--- config.mk ---
export PLATFORM = sky130hd
export DESIGN_NAME = turtle_grid_plotter_core
export DESIGN_NICKNAME = d
export VERILOG_FILES = /design/src/rtl/tgp_pkg.sv /design/src/rtl/turtle_grid_plotter_core.sv /design/src/rtl/tgp_ram.sv
export VERILOG_INCLUDE_DIRS = /design/src /design/src/rtl
export SDC_FILE = /design/constraint.sdc
export NUM_CORES = 1
export LEC_CHECK = 0
export ABC_CLOCK_PERIOD_IN_PS = 7100
export BUFFER_PORTS_ARGS = -buffer_cell sky130_fd_sc_hd__buf_2
export CAP_MARGIN = 20
export CORE_UTILIZATION = 30
export CTS_CLUSTER_SIZE = 8
export DETAILED_ROUTE_END_ITERATION = 10
export PLACE_DENSITY = 0.41
export SLEW_MARGIN = 20
export SYNTH_ARGS = -nofsm -noshare
export SYNTH_HDL_FRONTEND = slang
export SYNTH_SLANG_ARGS = --single-unit
--- constraint.sdc ---
create_clock -name clk -period 7.1 [get_ports clk]
set_clock_uncertainty 0.15 [all_clocks]
set_input_delay 0.355 -clock clk [delete_from_list [all_inputs] [get_ports clk]]
set_output_delay 0.355 -clock clk [all_outputs]
set_load 0.03 [all_outputs]
--- src/rtl/turtle_grid_plotter_core_macros.svh ---
// ----------------------------------------------------------------------------
// turtle_grid_plotter_core_macros
// Assertion helpers shared by the plotter RTL. All use clk and arst_n.
// ----------------------------------------------------------------------------
`ifndef TURTLE_GRID_PLOTTER_CORE_MACROS_SVH
`define TURTLE_GRID_PLOTTER_CORE_MACROS_SVH

// same-cycle implication
`define TGP_ASSERT_IMP(label, ante, cons) \
	label: assert property (@(posedge clk) disable iff (!arst_n) (ante) |-> (cons)) \
		else $error("%m: check failed");

// next-cycle implication
`define TGP_ASSERT_NXT(label, ante, cons) \
	label: assert property (@(posedge clk) disable iff (!arst_n) (ante) |=> (cons)) \
		else $error("%m: check failed");

`endif

--- src/rtl/tgp_pkg.sv ---
// ----------------------------------------------------------------------------
// tgp_pkg
// Shared widths, opcodes, register indexes and cell codes of the plotter.
// ----------------------------------------------------------------------------
package tgp_pkg;

	localparam int GRID_SIZE_DEF = 20;

	localparam int OPCODE_W    = 3;
	localparam int DIST_W      = 5;
	localparam int ROW_NUM_W   = 5;
	localparam int CELL_W      = 2;
	localparam int ROW_CELLS_N = 20;
	localparam int ROW_CELLS_W = ROW_CELLS_N * CELL_W;
	localparam int CFG_IDX_W   = 2;
	localparam int CFG_DATA_W  = 5;
	localparam int SUM_W       = 6;
	localparam int HEAD_W      = 2;

	localparam logic [OPCODE_W-1:0] OP_PEN_UP    = 3'd0;
	localparam logic [OPCODE_W-1:0] OP_PEN_DOWN  = 3'd1;
	localparam logic [OPCODE_W-1:0] OP_TURN_R    = 3'd2;
	localparam logic [OPCODE_W-1:0] OP_TURN_L    = 3'd3;
	localparam logic [OPCODE_W-1:0] OP_MOVE      = 3'd4;
	localparam logic [OPCODE_W-1:0] OP_SHOW      = 3'd5;
	localparam logic [OPCODE_W-1:0] OP_HALT      = 3'd6;

	localparam logic [CFG_IDX_W-1:0] CFG_START_ROW  = 2'd0;
	localparam logic [CFG_IDX_W-1:0] CFG_START_COL  = 2'd1;
	localparam logic [CFG_IDX_W-1:0] CFG_START_HEAD = 2'd2;

	localparam logic [HEAD_W-1:0] HEAD_N = 2'd0;
	localparam logic [HEAD_W-1:0] HEAD_E = 2'd1;
	localparam logic [HEAD_W-1:0] HEAD_S = 2'd2;
	localparam logic [HEAD_W-1:0] HEAD_W_ = 2'd3;

	localparam logic [CELL_W-1:0] CELL_BLANK = 2'd0;
	localparam logic [CELL_W-1:0] CELL_DRAWN = 2'd1;
	localparam logic [CELL_W-1:0] CELL_DOT   = 2'd2;

	localparam int START_ROW_RST  = 5;
	localparam int START_COL_RST  = 5;
	localparam logic [HEAD_W-1:0] START_HEAD_RST = HEAD_E;

endpackage

--- src/rtl/turtle_grid_plotter_core.sv ---
// ----------------------------------------------------------------------------
// turtle_grid_plotter_core
// Turtle plotter on a GRID_SIZE x GRID_SIZE bit grid held in a row RAM.
//
// Items enter on in_valid/in_stall (opcode, distance); one item is taken at
// a time, in_stall is high while an item is at work. Shows leave on
// out_valid/out_stall, one item per grid row, last_row on the final one.
// Start row, column and heading are written on cfg_valid/cfg_ready; a write
// also places the turtle at once.
// Pen up, turns, halt and pen-up moves need no RAM access; pen down and
// horizontal pen-down moves do a read-modify-write of one row; vertical
// pen-down moves and shows stream rows through the single RAM read port,
// one row a cycle, for a show only while the output row is not stalled.
// A stalled output row is held in the output register and the row reads
// pause behind it; the next item may enter while the last row still waits.
// Reset clears the grid through per-row valid bits at once, no sweep.
// After a halt, items are taken and dropped until reset.
// ----------------------------------------------------------------------------
`include "turtle_grid_plotter_core_macros.svh"

module turtle_grid_plotter_core #(
	parameter int GRID_SIZE = tgp_pkg::GRID_SIZE_DEF
) (
	input  logic                             clk,
	input  logic                             arst_n,
	input  logic                             in_valid,
	output logic                             in_stall,
	input  logic [tgp_pkg::OPCODE_W-1:0]     opcode,
	input  logic [tgp_pkg::DIST_W-1:0]       distance,
	output logic                             out_valid,
	input  logic                             out_stall,
	output logic [tgp_pkg::ROW_NUM_W-1:0]    row_number,
	output logic [tgp_pkg::ROW_CELLS_W-1:0]  row_cells,
	output logic                             last_row,
	input  logic                             cfg_valid,
	output logic                             cfg_ready,
	input  logic [tgp_pkg::CFG_IDX_W-1:0]    cfg_index,
	input  logic [tgp_pkg::CFG_DATA_W-1:0]   cfg_data
);
	import tgp_pkg::*;

	localparam int POS_W = $clog2(GRID_SIZE);
	localparam logic [POS_W-1:0] LAST_POS = POS_W'(GRID_SIZE - 1);
	localparam logic [SUM_W-1:0] LAST_SUM = SUM_W'(GRID_SIZE - 1);
	localparam logic [POS_W-1:0] POS_ROW_RST =
		POS_W'((START_ROW_RST > GRID_SIZE - 1) ? GRID_SIZE - 1 : START_ROW_RST);
	localparam logic [POS_W-1:0] POS_COL_RST =
		POS_W'((START_COL_RST > GRID_SIZE - 1) ? GRID_SIZE - 1 : START_COL_RST);

	localparam logic [2:0] ST_IDLE    = 3'd0;
	localparam logic [2:0] ST_MARK_RD = 3'd1;
	localparam logic [2:0] ST_MARK_WR = 3'd2;
	localparam logic [2:0] ST_VMOVE   = 3'd3;
	localparam logic [2:0] ST_SHOW    = 3'd4;

	logic [2:0]           state_q;
	logic [POS_W-1:0]     pos_row_q;
	logic [POS_W-1:0]     pos_col_q;
	logic [HEAD_W-1:0]    heading_q;
	logic                 pen_q;
	logic                 halted_q;
	logic [GRID_SIZE-1:0] row_valid_q;

	logic [POS_W-1:0]     ptr_q;
	logic [POS_W-1:0]     end_q;
	logic                 issue_done_q;
	logic [POS_W-1:0]     mark_row_q;
	logic [GRID_SIZE-1:0] mark_mask_q;

	logic                 pending_s1;
	logic [POS_W-1:0]     row_s1;

	logic                    out_valid_q;
	logic [ROW_NUM_W-1:0]    row_number_q;
	logic [ROW_CELLS_W-1:0]  row_cells_q;
	logic                    last_row_q;

	logic                 ram_wr_en;
	logic [POS_W-1:0]     ram_wr_addr;
	logic [GRID_SIZE-1:0] ram_wr_data;
	logic                 ram_rd_en;
	logic [POS_W-1:0]     ram_rd_addr;
	logic [GRID_SIZE-1:0] ram_rd_data;

	logic                 in_acc;
	logic                 cfg_acc;
	logic                 stream;
	logic                 out_load;
	logic                 consume;
	logic [GRID_SIZE-1:0] row_clean;
	logic [ROW_CELLS_N-1:0] row_pad;
	logic [ROW_CELLS_W-1:0] cells;
	logic                 row_border;

	logic                 vertical;
	logic [POS_W-1:0]     cur;
	logic [SUM_W-1:0]     cur_ext;
	logic [SUM_W-1:0]     dist_ext;
	logic [SUM_W-1:0]     sum;
	logic [POS_W-1:0]     target;
	logic [POS_W-1:0]     lo;
	logic [POS_W-1:0]     hi;
	logic [GRID_SIZE-1:0] range_mask;
	logic [GRID_SIZE-1:0] col_mask;
	logic [POS_W-1:0]     cfg_pos;

	tgp_ram #(
		.WIDTH (GRID_SIZE),
		.DEPTH (GRID_SIZE)
	) u_grid (
		.clk     (clk),
		.wr_en   (ram_wr_en),
		.wr_addr (ram_wr_addr),
		.wr_data (ram_wr_data),
		.rd_en   (ram_rd_en),
		.rd_addr (ram_rd_addr),
		.rd_data (ram_rd_data)
	);

	assign in_stall  = (state_q != ST_IDLE);
	assign in_acc    = in_valid && !in_stall;
	assign cfg_ready = (state_q == ST_IDLE);
	assign cfg_acc   = cfg_valid && cfg_ready;

	// move target, saturated at the grid edge
	always_comb begin
		vertical = (heading_q == HEAD_N) || (heading_q == HEAD_S);
		cur      = vertical ? pos_row_q : pos_col_q;
		cur_ext  = SUM_W'(cur);
		dist_ext = SUM_W'(distance);
		sum      = cur_ext + dist_ext;
		if ((heading_q == HEAD_N) || (heading_q == HEAD_W_)) begin
			target = (dist_ext > cur_ext) ? '0 : POS_W'(cur_ext - dist_ext);
		end else begin
			target = (sum > LAST_SUM) ? LAST_POS : POS_W'(sum);
		end
		lo = (target < cur) ? target : cur;
		hi = (target < cur) ? cur : target;
		for (int c = 0; c < GRID_SIZE; c++) begin
			range_mask[c] = (POS_W'(c) >= lo) && (POS_W'(c) <= hi);
		end
		col_mask = {{(GRID_SIZE-1){1'b0}}, 1'b1} << pos_col_q;
		cfg_pos  = (SUM_W'(cfg_data) > LAST_SUM) ? LAST_POS : POS_W'(cfg_data);
	end

	// row read pipeline shared by marking, vertical moves and shows
	assign stream    = (state_q == ST_VMOVE) || (state_q == ST_SHOW);
	assign ram_wr_en = pending_s1 && ((state_q == ST_VMOVE) || (state_q == ST_MARK_WR));
	assign out_load  = pending_s1 && (state_q == ST_SHOW) && (!out_valid_q || !out_stall);
	assign consume   = ram_wr_en || out_load;
	assign ram_rd_en = (state_q == ST_MARK_RD) ||
		(stream && !issue_done_q && (!pending_s1 || consume));
	assign ram_rd_addr = (state_q == ST_MARK_RD) ? mark_row_q : ptr_q;

	// rows never written since reset read as cleared
	assign row_clean   = row_valid_q[row_s1] ? ram_rd_data : '0;
	assign ram_wr_addr = row_s1;
	assign ram_wr_data = row_clean | mark_mask_q;

	always_comb begin
		row_pad    = ROW_CELLS_N'(row_clean);
		row_border = (row_s1 == '0) || (row_s1 == LAST_POS);
		for (int c = 0; c < ROW_CELLS_N; c++) begin
			if (c >= GRID_SIZE) begin
				cells[c*CELL_W +: CELL_W] = CELL_BLANK;
			end else if (row_pad[c]) begin
				cells[c*CELL_W +: CELL_W] = CELL_DRAWN;
			end else if (row_border || (c == 0) || (c == GRID_SIZE - 1)) begin
				cells[c*CELL_W +: CELL_W] = CELL_DOT;
			end else begin
				cells[c*CELL_W +: CELL_W] = CELL_BLANK;
			end
		end
	end

	// control
	always_ff @(posedge clk or negedge arst_n) begin
		if (!arst_n) begin
			state_q      <= ST_IDLE;
			pos_row_q    <= POS_ROW_RST;
			pos_col_q    <= POS_COL_RST;
			heading_q    <= START_HEAD_RST;
			pen_q        <= 1'b0;
			halted_q     <= 1'b0;
			row_valid_q  <= '0;
			issue_done_q <= 1'b0;
			pending_s1   <= 1'b0;
			out_valid_q  <= 1'b0;
		end else begin
			if (ram_rd_en) begin
				pending_s1 <= 1'b1;
			end else if (consume) begin
				pending_s1 <= 1'b0;
			end

			if (ram_wr_en) begin
				row_valid_q[ram_wr_addr] <= 1'b1;
			end

			if (out_load) begin
				out_valid_q <= 1'b1;
			end else if (!out_stall) begin
				out_valid_q <= 1'b0;
			end

			if (stream && ram_rd_en && (ptr_q == end_q)) begin
				issue_done_q <= 1'b1;
			end

			case (state_q)
				ST_IDLE: begin
					if (in_acc && !halted_q) begin
						case (opcode)
							OP_PEN_UP: begin
								pen_q <= 1'b0;
							end
							OP_PEN_DOWN: begin
								pen_q   <= 1'b1;
								state_q <= ST_MARK_RD;
							end
							OP_TURN_R: begin
								heading_q <= heading_q + HEAD_W'(1);
							end
							OP_TURN_L: begin
								heading_q <= heading_q - HEAD_W'(1);
							end
							OP_MOVE: begin
								if (vertical) begin
									pos_row_q <= target;
								end else begin
									pos_col_q <= target;
								end
								if (pen_q) begin
									state_q      <= vertical ? ST_VMOVE : ST_MARK_RD;
									issue_done_q <= 1'b0;
								end
							end
							OP_SHOW: begin
								state_q      <= ST_SHOW;
								issue_done_q <= 1'b0;
							end
							OP_HALT: begin
								halted_q <= 1'b1;
							end
							default: begin
							end
						endcase
					end
					if (cfg_acc) begin
						case (cfg_index)
							CFG_START_ROW:  pos_row_q <= cfg_pos;
							CFG_START_COL:  pos_col_q <= cfg_pos;
							CFG_START_HEAD: heading_q <= HEAD_W'(cfg_data);
							default: begin
							end
						endcase
					end
				end
				ST_MARK_RD: begin
					state_q <= ST_MARK_WR;
				end
				ST_MARK_WR: begin
					state_q <= ST_IDLE;
				end
				ST_VMOVE: begin
					if (pending_s1 && issue_done_q) begin
						state_q <= ST_IDLE;
					end
				end
				ST_SHOW: begin
					if (out_load && issue_done_q) begin
						state_q <= ST_IDLE;
					end
				end
				default: begin
					state_q <= ST_IDLE;
				end
			endcase
		end
	end

	// payload
	always_ff @(posedge clk) begin
		if (ram_rd_en) begin
			row_s1 <= ram_rd_addr;
		end
		if (stream && ram_rd_en) begin
			ptr_q <= ptr_q + POS_W'(1);
		end
		if (in_acc && (state_q == ST_IDLE)) begin
			mark_row_q <= pos_row_q;
			case (opcode)
				OP_PEN_DOWN: begin
					mark_mask_q <= col_mask;
				end
				OP_MOVE: begin
					mark_mask_q <= vertical ? col_mask : range_mask;
					ptr_q       <= lo;
					end_q       <= hi;
				end
				OP_SHOW: begin
					ptr_q <= '0;
					end_q <= LAST_POS;
				end
				default: begin
				end
			endcase
		end
		if (out_load) begin
			row_number_q <= ROW_NUM_W'(row_s1);
			row_cells_q  <= cells;
			last_row_q   <= (row_s1 == LAST_POS);
		end
	end

	assign out_valid  = out_valid_q;
	assign row_number = row_number_q;
	assign row_cells  = row_cells_q;
	assign last_row   = last_row_q;

	`TGP_ASSERT_IMP(a_no_rw_clash, ram_wr_en && ram_rd_en, ram_wr_addr != ram_rd_addr)
	`TGP_ASSERT_IMP(a_out_hold, out_valid_q && out_stall, !out_load)
	`TGP_ASSERT_IMP(a_halt_idle, halted_q, state_q == ST_IDLE)
	`TGP_ASSERT_NXT(a_mark_seq, state_q == ST_MARK_RD, (state_q == ST_MARK_WR) && pending_s1)
	`TGP_ASSERT_IMP(a_last_row, out_valid_q, last_row_q == (row_number_q == ROW_NUM_W'(GRID_SIZE - 1)))

endmodule

--- src/rtl/tgp_ram.sv ---
// ----------------------------------------------------------------------------
// tgp_ram
// Simple dual-port RAM: one write port, one read port, registered read data
// that holds while no read is enabled.
// ----------------------------------------------------------------------------
module tgp_ram #(
	parameter int WIDTH = tgp_pkg::GRID_SIZE_DEF,
	parameter int DEPTH = tgp_pkg::GRID_SIZE_DEF,
	localparam int ADDR_W = $clog2(DEPTH)
) (
	input  logic              clk,
	input  logic              wr_en,
	input  logic [ADDR_W-1:0] wr_addr,
	input  logic [WIDTH-1:0]  wr_data,
	input  logic              rd_en,
	input  logic [ADDR_W-1:0] rd_addr,
	output logic [WIDTH-1:0]  rd_data
);

	logic [WIDTH-1:0] mem_q [DEPTH];
	logic [WIDTH-1:0] rd_data_q;

	always_ff @(posedge clk) begin
		if (wr_en) begin
			mem_q[wr_addr] <= wr_data;
		end
		if (rd_en) begin
			rd_data_q <= mem_q[rd_addr];
		end
	end

	assign rd_data = rd_data_q;

endmodule
==> flow_summary.ini <==
[clock_tree]
cts_root_buf = clkbuf_16
ctsHtreeMaxLevel = 3
clock-sinks = 546
path_clk_slew_ns = 0.05
cts_made_buffers = 78
cts_tree = done
clk_path_buf_depth = 3
clk_latency_ns = 0.61

[timing]
fmax_mhz = 152
drv_slew = 0
rsz0062_at_grt = no
finalHoldViolCount = 0
setup_viol = 0
worst_slew_pin_slew_ns = 1.18
period_share_pct = 92.7
tns_ns = 0
fin_crit_ns = 6.58
slew_headroom_pct = 20.3

[yosys]
ys_top_cells_by_count = edfxtp_1 (501), nand2_1 (444), nand3_1 (187)
synth_warnings = 0
async_flop_share_pct = 7.33
synth_top_area_share_pct = 64.6
synth_top_cell_by_area = edfxtp_1
synth_top_family_by_area = simple AND/OR/NAND/NOR gates
synth_adder_area_share_pct = 1.09
syn-cell-area_sq_um = 23300
syn_avg_cell_area_sq_um = 12.5
synth_mux_area_share_pct = 1.67
synth_cell_types = 75
synthTopCellsByArea = edfxtp_1 (65%), nand2_1 (7.2%), nand3_1 (4.0%)
yosysMostFrequentCell = edfxtp_1
ys.flop_type = edfxtp_1
synth-simple-area-share_pct = 17.4
ys_seq_elements = 546
synth_edf_count = 501
synth_xor_area_share_pct = 0.527
syn-instance-count = 1867
seq_area_frac_synth_pct = 69.4
synth_fp_nets = 1906
synth_compound_area_share_pct = 7.70

[drt]
drtIter0Drc = 1311
via_per_inst = 5.08
drtPass1Iterations = 5
drt-total-wl_mm = 70.1
wl_per_cell_um = 23.1
drc = 0
antenna_left = 0
vias = 15400

[critical_path]
path_max_fanout = 14
cp.required_ns = 7.40
criticalPathCategory = flip-flop to flip-flop
crit_family = compound AO/OA/AOI/OAI gates
critPathLaunchType = flip-flop
crit_chain = inv_1 > ha_1 > or3b_4 > and2_1 > inv_1 > ha_1 > inv_1 > fa_1 > and3b_1 > o21ai_0 > nand3_1 > o211ai_2 > clkinv_1 > ha_1 > a211o_1 > a221oi_4 > nand4_1 > a211o_1 > nand2_2 > mux2_2 > a311oi_1 > a32o_1
cp_num_buf_inv = 4
cp_slowest_cell = dfstp_2
cp_data_arrival_time_ns = 6.89
slowest_delay_ns = 0.53
endpoint_kind = flip-flop

[place]
hpwl_mm = 40.1
port_buffers = 68
gp_congestion = 0.877

[global_routing]
grt_overflow = 0
grt_max_degree = 108
met3_usage_pct = 2.69
grt_use_met2_pct = 27.4
grt_pass1_wl_mm = 103
grt_pass1_vias = 15300
top_usage_layer = met2
grtUsageMet1_pct = 25.7
antenna_found_initial = 0
grt_usage_pct = 17.8

[finish]
finalNetCount = 2019
fillers = 7519
syn2layout_area_growth_pct = 17.6
diodes = 0
drive_gt1_share_pct = 15.3

[floorplanning]
die_w_um = 281
ios = 69
rows = 101
dieArea_sq_um = 78700
die_y_um = 281
core_area_sq_um = 76300
initial_utilization_pct = 30.5

[power_and_ir_drop]
ir_drop_mv = 0.457
leakage_nw = 9.67
power.density_nw_per_um2 = 536
total_power_mw = 14.7

[status]
outcome = completed

[run]
maxCapViolations = 0

[hold_path]
worst_hold_path_type = input port to flip-flop
==> sequential cells by signal, indices dropped and copies added, names as in the netlist, 2 cells and up <==
name / flops
row_number: 5
row_cells: 40
ptr_q: 5
mark_mask_q: 20
mark_row_q: 5
state_q: 3
heading_q: 2
u_grid.mem_q: 400
pos_row_q: 5
ram_wr_addr: 5
pos_col_q: 5
u_grid.rd_data: 20
end_q: 5
row_valid_q: 20
==> cell usage in the layout, fill, tap and decap left out, drive strengths merged, types with 6 or more instances in the layout <==
master / n
edfxtp: 501
nand2: 444
nand3: 187
buf: 117
clkbuf: 102
nor2: 74
a311oi: 61
or2: 44
and3: 44
dfrtp: 35
o21ai: 34
a21oi: 33
inv: 31
a21o: 27
and2: 24
a31oi: 23
mux2i: 22
ha: 17
dlygate4sd3: 17
nand2b: 13
nor3: 10
nor2b: 8
nand4: 8
xor2: 8
a22o: 8
nand3b: 6
o22ai: 6
a32o: 6
xnor2: 6
o211ai: 6
==> area by class of cell <==
class	instances	area, sq um	share of cell area (%)
clock buffer	102	2070	7.58
clock inverter	6	85.1	0.311
inverter	28	111	0.407
multi-input combinational	1192	6750	24.7
sequential	546	16200	59.0
tap	1030	1290	4.71
timing repair buffer	134	903	3.30
==> worst reg2reg max path, delay by kind of cell, from the launching register on <==
| family | cells | cell delay, ns |
|---|---|---|
| buffers and inverters | 4 | 0.41 |
| AND/OR/NAND/NOR | 6 | 1.49 |
| flip-flops | 1 | 0.53 |
| multiplexers | 1 | 0.46 |
| adder cells (fa/ha/maj) | 4 | 1.22 |
| AO/OA/AOI/OAI | 7 | 2.21 |
==> cells by family (layout without fill, tap and decap cells) <==
logic type                 count (synthesis)  count (layout)
and+or+nand+nor                          886             886
buffers and inverters                    129             270
AOI/OAI and AO/OA                        241             241
muxes                                     32              32
xor gates and xnor gates                  14              14
DFF                                      546             546
adders and majority gates                 19              19
==> through the flow <==
stage | cell area (sq um) | utilization, % | hold slack, ns | std cells | setup WS (ns)
final | 27400 | 35.9 | 0.100 | 3038 | 0.517
after global routing | 27400 | 35.9 | 0.120 | 3038 | 0.0540
after CTS | 27400 | 35.8 | 0.0445 | 3038 | 0.328
after detailed placement | 25000 | 32.8 | 0.301 | 2913 | 0.382
after global placement | 25000 | 32.8 | 0.296 | 2913 | 0.517
after floorplan | 23300 | - | -0.0906 | 1867 | 1.01
==> routing by layer <==
layer	share of wire [%]	wire length, um
met5	0	0
met4	2.6	1840
met3	4.3	3030
met2	45	31600
met1	48	33600
==> where the power goes <==
group          internal [mW]  leakage (nW)  switching [mW]
combinational           2.04          3.63            4.81
clock                   2.02          1.05            1.35
sequential              4.24          5.00           0.199
total                   8.30          9.67            6.35
==> timing repair <==
action                                 4_1_cts  5_1_grt
endpoints found under the hold margin       50        0
buffers inserted                             0        0
setup endpoints to repair                    0       16
hold buffers                                17        0
gates resized for setup                      0        2
==> worst paths after layout <==
path                                     start         endpoint  slack [ns]  depth (start not counted)
worst max-delay path              heading_q[0]  mark_mask_q[19]        0.52                         22
worst min-delay path                 cfg_valid     pos_row_q[0]        0.10                          5
worst max register to register    heading_q[0]  mark_mask_q[19]        0.52                         22
worst min register to register  row_valid_q[6]   row_valid_q[6]        0.31                          1
max in group asynchronous               arst_n  row_valid_q[15]        5.88                          2
min in group asynchronous               arst_n        out_valid        0.29                          2
(Power assumes the default switching activity.)
